## src/rtl/core/nkfc_pkg.sv

```systemverilog
// Package for the nearest-k filtered cells unit.
// Holds sizes, the kept-entry and queue-entry types; no dependencies.
package nkfc_pkg;

    localparam int KEEP_MAX    = 16;
    localparam int GRID_SIDE   = 256;
    localparam int OUT_MAX     = 16;
    localparam int N_LIM       = (KEEP_MAX < OUT_MAX) ? KEEP_MAX : OUT_MAX;
    localparam int KC_W        = $clog2(KEEP_MAX + 1);
    localparam int QUEUE_DEPTH = 2;
    localparam int QPTR_W      = (QUEUE_DEPTH > 1) ? $clog2(QUEUE_DEPTH) : 1;
    localparam int QCNT_W      = $clog2(QUEUE_DEPTH + 1);

    localparam int COORD_W = 8;
    localparam int DIST_W  = 20;
    localparam int INFL_W  = 16;
    localparam int SIDE_W  = 8;
    localparam int WANT_W  = 5;
    localparam int WORLD_W = 16;
    localparam int CIDX_W  = 4;

    localparam logic [CIDX_W-1:0] REG_CELL_SIDE    = CIDX_W'(0);
    localparam logic [CIDX_W-1:0] REG_COUNT_WANTED = CIDX_W'(1);

    typedef struct packed {
        logic [COORD_W-1:0] x;
        logic [COORD_W-1:0] y;
        logic [DIST_W-1:0]  distance;
    } entry_t;

    typedef struct packed {
        entry_t ent;
        logic   cand;
        logic   last;
    } q_item_t;

endpackage

```

## src/rtl/core/nkfc_front.sv

```systemverilog
// Front end: accepts cells, marks candidates, and queues them for the back end.
// Depends on nkfc_pkg.
module nkfc_front import nkfc_pkg::*; (
    input  logic                      aclk,
    input  logic                      aresetn,
    input  logic                      s_valid,
    output logic                      s_ready,
    input  logic [COORD_W-1:0]        s_cell_x,
    input  logic [COORD_W-1:0]        s_cell_y,
    input  logic signed [INFL_W-1:0]  s_influence,
    input  logic [DIST_W-1:0]         s_distance,
    input  logic                      s_last_cell,
    output logic                      q_valid,
    input  logic                      q_ready,
    output q_item_t                   q_item
);

    q_item_t            mem_reg [QUEUE_DEPTH];
    logic [QPTR_W-1:0]  wr_ptr_reg;
    logic [QPTR_W-1:0]  rd_ptr_reg;
    logic [QCNT_W-1:0]  count_reg;
    q_item_t            in_item;
    logic               push;
    logic               pop;

    always_comb begin
        in_item.ent.x        = s_cell_x;
        in_item.ent.y        = s_cell_y;
        in_item.ent.distance = s_distance;
        in_item.cand         = (s_influence == '0);
        in_item.last         = s_last_cell;
    end

    assign s_ready = (count_reg != QCNT_W'(QUEUE_DEPTH));
    assign q_valid = (count_reg != '0);
    assign q_item  = mem_reg[rd_ptr_reg];
    assign push    = s_valid && s_ready;
    assign pop     = q_valid && q_ready;

    always_ff @(posedge aclk) begin
        if (push) begin
            mem_reg[wr_ptr_reg] <= in_item;
        end
    end

    always_ff @(posedge aclk) begin
        if (!aresetn) begin
            wr_ptr_reg <= '0;
            rd_ptr_reg <= '0;
            count_reg  <= '0;
        end else begin
            if (push) begin
                wr_ptr_reg <= (wr_ptr_reg == QPTR_W'(QUEUE_DEPTH - 1)) ? '0 : wr_ptr_reg + 1'b1;
            end
            if (pop) begin
                rd_ptr_reg <= (rd_ptr_reg == QPTR_W'(QUEUE_DEPTH - 1)) ? '0 : rd_ptr_reg + 1'b1;
            end
            case ({push, pop})
                2'b10:   count_reg <= count_reg + 1'b1;
                2'b01:   count_reg <= count_reg - 1'b1;
                default: count_reg <= count_reg;
            endcase
        end
    end

endmodule

```

## src/rtl/core/nkfc_back.sv

```systemverilog
// Back end: sorted insertion list of kept cells, result drain and output register.
// Depends on nkfc_pkg.
module nkfc_back import nkfc_pkg::*; (
    input  logic                  aclk,
    input  logic                  aresetn,
    input  logic [SIDE_W-1:0]     cell_side,
    input  logic [WANT_W-1:0]     count_wanted,
    input  logic                  q_valid,
    output logic                  q_ready,
    input  q_item_t               q_item,
    output logic                  m_valid,
    input  logic                  m_ready,
    output logic [WORLD_W-1:0]    m_world_x,
    output logic [WORLD_W-1:0]    m_world_y,
    output logic                  m_found,
    output logic                  m_last_result
);

    typedef enum logic {ST_RUN, ST_DRAIN} state_t;

    state_t              state_reg;
    entry_t              list_reg [KEEP_MAX];
    entry_t              ins [KEEP_MAX];
    logic [KEEP_MAX-1:0] le;
    logic [KC_W-1:0]     kept_reg;
    logic [KC_W-1:0]     kept_ins;
    logic [WANT_W-1:0]   remain_reg;
    logic [WANT_W-1:0]   n_out;
    logic                m_valid_reg;
    logic [WORLD_W-1:0]  wx_reg;
    logic [WORLD_W-1:0]  wy_reg;
    logic                found_reg;
    logic                last_reg;
    logic                pop;
    logic                out_free;
    logic                have;

    assign q_ready  = (state_reg == ST_RUN);
    assign pop      = q_valid && q_ready;
    assign out_free = !m_valid_reg || m_ready;
    assign have     = (kept_reg != '0);

    always_comb begin
        for (int i = 0; i < KEEP_MAX; i++) begin
            le[i] = (KC_W'(i) < kept_reg) && (list_reg[i].distance <= q_item.ent.distance);
        end
        for (int i = 0; i < KEEP_MAX; i++) begin
            if (le[i]) begin
                ins[i] = list_reg[i];
            end else if (i == 0) begin
                ins[i] = q_item.ent;
            end else if (le[(i > 0) ? i - 1 : 0]) begin
                ins[i] = q_item.ent;
            end else begin
                ins[i] = list_reg[(i > 0) ? i - 1 : 0];
            end
        end
        kept_ins = (kept_reg < KC_W'(KEEP_MAX)) ? kept_reg + 1'b1 : kept_reg;
        n_out    = (count_wanted > WANT_W'(N_LIM)) ? WANT_W'(N_LIM) : count_wanted;
    end

    always_ff @(posedge aclk) begin
        if (!aresetn) begin
            state_reg   <= ST_RUN;
            kept_reg    <= '0;
            remain_reg  <= '0;
            m_valid_reg <= 1'b0;
        end else begin
            case (state_reg)
                ST_RUN: begin
                    if (m_valid_reg && m_ready) begin
                        m_valid_reg <= 1'b0;
                    end
                    if (pop) begin
                        if (q_item.cand) begin
                            for (int i = 0; i < KEEP_MAX; i++) begin
                                list_reg[i] <= ins[i];
                            end
                        end
                        if (q_item.last && n_out == '0) begin
                            kept_reg <= '0;
                        end else if (q_item.cand) begin
                            kept_reg <= kept_ins;
                        end
                        if (q_item.last && n_out != '0) begin
                            remain_reg <= n_out;
                            state_reg  <= ST_DRAIN;
                        end
                    end
                end
                ST_DRAIN: begin
                    if (out_free) begin
                        m_valid_reg <= 1'b1;
                        wx_reg      <= have ? WORLD_W'(list_reg[0].x) * WORLD_W'(cell_side) : '0;
                        wy_reg      <= have ? WORLD_W'(list_reg[0].y) * WORLD_W'(cell_side) : '0;
                        found_reg   <= have;
                        last_reg    <= (remain_reg == WANT_W'(1));
                        for (int i = 0; i < KEEP_MAX - 1; i++) begin
                            list_reg[i] <= list_reg[i + 1];
                        end
                        remain_reg <= remain_reg - 1'b1;
                        if (remain_reg == WANT_W'(1)) begin
                            kept_reg  <= '0;
                            state_reg <= ST_RUN;
                        end else begin
                            kept_reg <= have ? kept_reg - 1'b1 : '0;
                        end
                    end
                end
                default: state_reg <= ST_RUN;
            endcase
        end
    end

    assign m_valid       = m_valid_reg;
    assign m_world_x     = wx_reg;
    assign m_world_y     = wy_reg;
    assign m_found       = found_reg;
    assign m_last_result = last_reg;

endmodule

```

## src/rtl/core/nearest_k_filtered_cells_unit.sv

```systemverilog
// Top level of the nearest-k filtered cells unit: config registers, front and back.
// Depends on nkfc_pkg, nkfc_front and nkfc_back.
//
// Cells with zero influence are kept, sorted by distance, in a list of KEEP_MAX
// entries; equal distances keep arrival order. The front takes one cell per cycle
// into a two-entry queue while it is not full, and the back inserts one queued cell
// per cycle. The transfer with last_cell set triggers a drain of count_wanted results
// (saturated to KEEP_MAX), one per cycle while the output is taken, nearest first,
// with found = 0 for missing entries; insertion pauses during the drain. Write
// config only while idle.
module nearest_k_filtered_cells_unit import nkfc_pkg::*; (
    input  logic                      aclk,
    input  logic                      aresetn,
    input  logic                      cfg_valid,
    output logic                      cfg_ready,
    input  logic [CIDX_W-1:0]         cfg_index,
    input  logic [SIDE_W-1:0]         cfg_data,
    input  logic                      s_valid,
    output logic                      s_ready,
    input  logic [COORD_W-1:0]        s_cell_x,
    input  logic [COORD_W-1:0]        s_cell_y,
    input  logic signed [INFL_W-1:0]  s_influence,
    input  logic [DIST_W-1:0]         s_distance,
    input  logic                      s_last_cell,
    output logic                      m_valid,
    input  logic                      m_ready,
    output logic [WORLD_W-1:0]        m_world_x,
    output logic [WORLD_W-1:0]        m_world_y,
    output logic                      m_found,
    output logic                      m_last_result
);

    logic [SIDE_W-1:0] cell_side_reg;
    logic [WANT_W-1:0] count_wanted_reg;
    logic              q_valid;
    logic              q_ready;
    q_item_t           q_item;

    assign cfg_ready = 1'b1;

    always_ff @(posedge aclk) begin
        if (!aresetn) begin
            cell_side_reg    <= SIDE_W'(32);
            count_wanted_reg <= WANT_W'(4);
        end else if (cfg_valid && cfg_ready) begin
            case (cfg_index)
                REG_CELL_SIDE:    cell_side_reg    <= cfg_data;
                REG_COUNT_WANTED: count_wanted_reg <= cfg_data[WANT_W-1:0];
                default:          ;
            endcase
        end
    end

    nkfc_front u_front (
        .aclk        (aclk),
        .aresetn     (aresetn),
        .s_valid     (s_valid),
        .s_ready     (s_ready),
        .s_cell_x    (s_cell_x),
        .s_cell_y    (s_cell_y),
        .s_influence (s_influence),
        .s_distance  (s_distance),
        .s_last_cell (s_last_cell),
        .q_valid     (q_valid),
        .q_ready     (q_ready),
        .q_item      (q_item)
    );

    nkfc_back u_back (
        .aclk          (aclk),
        .aresetn       (aresetn),
        .cell_side     (cell_side_reg),
        .count_wanted  (count_wanted_reg),
        .q_valid       (q_valid),
        .q_ready       (q_ready),
        .q_item        (q_item),
        .m_valid       (m_valid),
        .m_ready       (m_ready),
        .m_world_x     (m_world_x),
        .m_world_y     (m_world_y),
        .m_found       (m_found),
        .m_last_result (m_last_result)
    );

endmodule

```

## config.mk

```make
export PLATFORM = sky130hd
export DESIGN_NAME = nearest_k_filtered_cells_unit
export DESIGN_NICKNAME = d
export VERILOG_FILES = /design/src/rtl/core/nkfc_pkg.sv /design/src/rtl/core/nkfc_front.sv /design/src/rtl/core/nkfc_back.sv /design/src/rtl/core/nearest_k_filtered_cells_unit.sv
export SDC_FILE = /design/constraint.sdc
export NUM_CORES = 2
export LEC_CHECK = 0
export BUFFER_PORTS_ARGS = -buffer_cell sky130_fd_sc_hd__buf_2
export CORE_MARGIN = 1.5
export CORE_UTILIZATION = 40
export CTS_CLUSTER_DIAMETER = 150
export CTS_CLUSTER_SIZE = 30
export DETAILED_ROUTE_END_ITERATION = 7
export GPL_TIMING_DRIVEN = 0
export PLACE_DENSITY = 0.57
export SYNTH_ARGS = -nofsm -noshare
export SYNTH_HDL_FRONTEND = slang
export SYNTH_SLANG_ARGS = --single-unit
```

## constraint.sdc

```tcl
create_clock -name aclk -period 15.6 [get_ports aclk]
set_clock_uncertainty 0.15 [all_clocks]
set_input_delay 1.56 -clock aclk [delete_from_list [all_inputs] [get_ports aclk]]
set_output_delay 1.56 -clock aclk [all_outputs]
set_load 0.01 [all_outputs]
```

# == Word-level counts from Yosys, hierarchy flattened ==
# Memories as Yosys holds them, arrays and structs flattened. A register that Yosys moved wholly into a read port is not among the register bits.
# Index checks and enable logic that the tools add are counted.
# W data, S select, Z words.
# totals
regBits,63
mem_bits_rw,652
in_bits,70
n_memories,2
# mem_list
memory,depth,width,rd,rd_clocked_by_memory_dff,wr,line_no,rtl
u_back.list_reg,16,36,16,0,16,nkfc_back.sv:22,entry_t list_reg [KEEP_MAX];
u_front.mem_reg,2,38,1,1,1,nkfc_front.sv:18,q_item_t mem_reg [QUEUE_DEPTH];
# op_classes
addsub,7
multipliers,2
n_lt_le_gt_ge,34
n_eq_ne,11
muxes,83
bitwise,16
reduce_logical,36
# ops
cell,count
$mux W36,46
$le A20 B20 Y1,16
$mux W5,11
$lt A4 B5 Y1 const A,8
$mul A8 B8 Y16,2
$logic_and A1 B1 Y1,21
$mux W1,21
$lt A3 B5 Y1 const A,4
$pmux W5 S2,2
$logic_not A16 Y1,1
$or A1 B1 Y1,15
$lt A1 B5 Y1 const A,2
$lt A2 B5 Y1 const A,2
$ne A2 B2 Y1 const B,5
$reduce_bool A5 Y1,2
$sub A5 B1 Y5 const B,2
$ne A3 B3 Y1 const B,2
$reduce_and A2 Y1,3
$reduce_and A3 Y1,2
$add A5 B1 Y5 const B,1
$eq A5 B1 Y1 const B,1
$gt A5 B5 Y1 const B,1
$logic_not A5 Y1,1
$lt A5 B5 Y1 const B,1
other kinds (14),17

# == Logic depth before layout (Yosys ltp) ==
# depth
depth_word,7
depth_mapped,17

# == Hierarchy ==
# From an unflattened synthesis, not the netlist that was laid out.
# hier_totals
cells_unflattened,4362
hier_area_um2,45992.9
# modules_own_cells
module,n_inst,cells_per_inst,area_per_inst_um2,seq_area_each_um2
nkfc_back,1,4158,42445.7,18557.8
nkfc_front,1,147,3001.6,2382.3
nearest_k_filtered_cells_unit,1,57,545.5,260.2

# == Worst setup path after synthesis ==
# Ideal clock, no wire load.
# synth_path
path_kind,register -> register
start,register (tool-made name)
end,"memory u_back.list_reg[0][100] (netlist bit), enable pin"
arrival_ps,5674
setup_slack_ps,9297
path_stages_with_launch,14
path_cell_list,dfxtp_1 buf_2 buf_1 mux2_2 inv_1 ha_1 and4_1 nor4bb_1 nand4_1 nor4b_1 a221oi_2 buf_2 buf_4 o21ai_0
# synth_lines
element,line_no
end: declaration,nkfc_back.sv:22

==> impl_metrics.yaml <==
routing:
  dr.pass1.iters: 5
  routed_wl_mm: 143
  drtIter0Drc: 3334
  antenna_left: 0
  dr_wl_met2_mm: 67.5
  wire_per_inst_um: 24.4
  top_layer: "met5"
  routed-wl-met3_mm: 9.91
  drc: 0
  via_count: 34800
  vias_per_cell: 5.94
  wl_met1_mm: 61.6
clock_tree:
  ctsResizeCount: 0
  root_buffer: "clkbuf_16"
  cts_buffers: 28
  clk_latency_ns: 0.69
  post_cts_buffers: 0
  htree_levels: 1
  cts_tree: "yes"
  cts.sinks: 716
  clockBufferDepth: 3
  clkSlewWorstSetupHoldPaths_ns: 0.12
  postCtsHoldBufs: 0
cells_and_area:
  most-common-layout-cells: "edfxtp_1, nand2_1, ha_1, o21ai_0, nor2_1"
  mostFrequentLayoutCell: "edfxtp_1"
  largest_reg_flops: 576
  fillCellCount: 10700
  areaGrowthSynthToFinish_pct: 8.46
  drive_gt1_share_pct: 7.39
  stdcell_area_sq_um: 49300
  fin_nets: 4896
  fin_util_pct: 43.8
sta:
  tns_ns: 0
  period_minus_slack_ns: 7.16
  relSlewSlack_pct: 6.69
  maxSlewViolCount: 0
  grt_setup_unrepaired: "false"
  tightestPinTransition_ns: 1.36
  hold_ws_ns: 0.394
  fmax_mhz: 140
  setup_viol: 0
  fin_crit_sh_pct: 45.9
  timing_hold_violations_final: 0
worst_setup_path:
  regToRegSetupSlack_ns: 8.44
  cp-endpoint: "u_back.list_reg[1][194]"
  path_class: "flip-flop to flip-flop"
  crit_required_ns: 15.89
  worstReg2RegEnd: "u_back.list_reg[1][194]"
  end_kind: "flip-flop"
  start_kind: "flip-flop"
  path_max_fanout: 24
  cp.arrival_ns: 7.44
  rr_worst_depth: 12
global_route:
  grtUsageTotal_pct: 24.2
  overflow: 0
  grt_pass1_wl_mm: 214
  antenna_found_initial: 2
  grt_pass1_vias: 34100
  grt_start_max_net_pins: 37
floorplan:
  num_rows: 123
  die_w_um: 340
  start_util_pct: 40.4
  die_h_um: 340
  die-area_sq_um: 116000
  design.core.area_sq_um: 112000
  io_pins: 107
logic_synthesis:
  synth_area_per_cell_sq_um: 10.8
  synth.distinct_cells: 76
  synth_fp_nets: 4741
  synthFlopType: "edfxtp_1"
  synth_compound_area_share_pct: 16.1
  synthArstFlopShare_pct: 0
  synth_area_sq_um: 45400
  synthAdderAreaFrac_pct: 14.1
  synth_top_family_by_area: "compound AO/OA/AOI/OAI gates"
  yosys_warnings: 0
  synth-seq-cells: 716
  syn_inst: 4201
  synth-simple-area-share_pct: 13.1
  ys_seq_area_share_pct: 46.7
  synth-xor-area-share_pct: 0.347
  synth_edf_count: 686
  muxShareOfSynthArea_pct: 5.91
placed_design:
  gp_congestion: 0.928
  place_area_sq_um: 48400
  port-buffer-count: 104
  place.detailed.hpwl_mm: 115
min_path:
  hp-class: "flip-flop to flip-flop"
job:
  cap_viol_max_count: 0
power_and_ir_drop:
  p_per_area_nw_per_um2: 146
  power_mw: 7.21
  power_leakage_nw: 18.5
  vdd_drop_max_mv: 0.114
outcome:
  run_status: "completed"
==> worst max-delay path, stage by stage, from the launching register on <==
cell      delay [ns]
dfxtp_1         0.32
buf_2           0.46
buf_1           0.87
mux2i_1         1.05
inv_1           0.82
ha_1            0.53
and4_1          0.19
nand2_1         0.11
o41a_1          0.20
a311oi_2        1.03
clkbuf_1        0.54
a21oi_4         0.29
buf_12          0.30
==> kinds of logic after synthesis <==
logic type	after synthesis
buf+inv	420
other cells	1
xor+xnor	18
compound gates	1085
simple gates	1232
mux	259
fa+ha+maj	470
flops	716
==> cell usage after synthesis, types with 6 or more instances <==
master      n  area, sq um
a211oi_1    7         52.6
a21boi_0   13         97.6
a21o_1    134         1010
a21oi_1   210         1050
a221o_1    71          711
a22o_1     76          666
a22oi_1   111          833
a31oi_1     6         37.5
and2_1    123          769
and3_1     31          194
and4_1     17          149
buf_1      21         78.8
buf_2      30          150
buf_4      22          165
clkbuf_1  184          691
dfxtp_1    30          601
edfxtp_1  686        20600
fa_1       72         1440
ha_1      398         4980
inv_1     160          601
mux2_2     72          811
mux2i_1   187         1870
nand2_1   424         1590
nand2b_1   11         68.8
nand3_1   150          751
nand4_1    86          538
nor2_1    221          830
nor2b_1    37          231
nor3_1     54          270
nor4_1      9         56.3
o211ai_1   27          203
o21a_1     20          150
o21ai_0   280         1400
o21ai_1    23          115
o221ai_1    6         52.6
o311ai_0   38          333
o311ai_1   10         87.6
or3_1      42          263
or4_1       6         45.0
xnor2_1     8         70.1
xor2_1     10         87.6
==> cell type report <==
cell class / instances / area, sq um / share of cell area, %
antenna: 1 / 2.50 / 0.00508
buffer: 260 / 1120 / 2.28
clock buffer: 37 / 766 / 1.55
clock inverter: 5 / 76.3 / 0.155
inverter: 160 / 601 / 1.22
multi-input combinational: 3065 / 22600 / 46.0
sequential: 716 / 21200 / 43.0
tap: 1500 / 1880 / 3.81
timing repair buffer: 125 / 961 / 1.95
==> per-layer routing <==
| metal | vias up | GRT usage, % |
|---|---|---|
| met4 | 4 | 7.12 |
| met2 | 1321 | 40.3 |
| met3 | 208 | 2.63 |
| met1 | 17200 | 33.1 |
| li1 | 16200 | - |
| met5 | - | 0 |
==> stage by stage <==
step / cells / setup slack, ns
3_3_place_gp: 5805 / 4.77
3_5_place_dp: 5826 / 8.51
4_1_cts: 5868 / 8.50
6_report: 5869 / 8.44
2_1_floorplan: 4201 / 9.30
5_1_grt: 5868 / 8.24
==> where the power goes <==
group          switching, mW  internal (mW)
logic                   1.97           1.07
registers              0.334           2.82
clock network          0.643          0.371
==> how the worst min path moves through the flow <==
stage	startpoint	end	cells past startpoint
2_1_floorplan	count_wanted_reg[2]	count_wanted_reg[2]	2
3_3_place_gp	count_wanted_reg[2]	count_wanted_reg[2]	2
3_5_place_dp	u_back.remain_reg[1]	u_back.remain_reg[1]	1
4_1_cts	u_back.remain_reg[1]	u_back.remain_reg[1]	1
5_1_grt	u_back.remain_reg[1]	u_back.remain_reg[1]	1
6_report	u_front.count_reg[1]	u_front.count_reg[1]	2
Power figures use the tool's default switching activity.
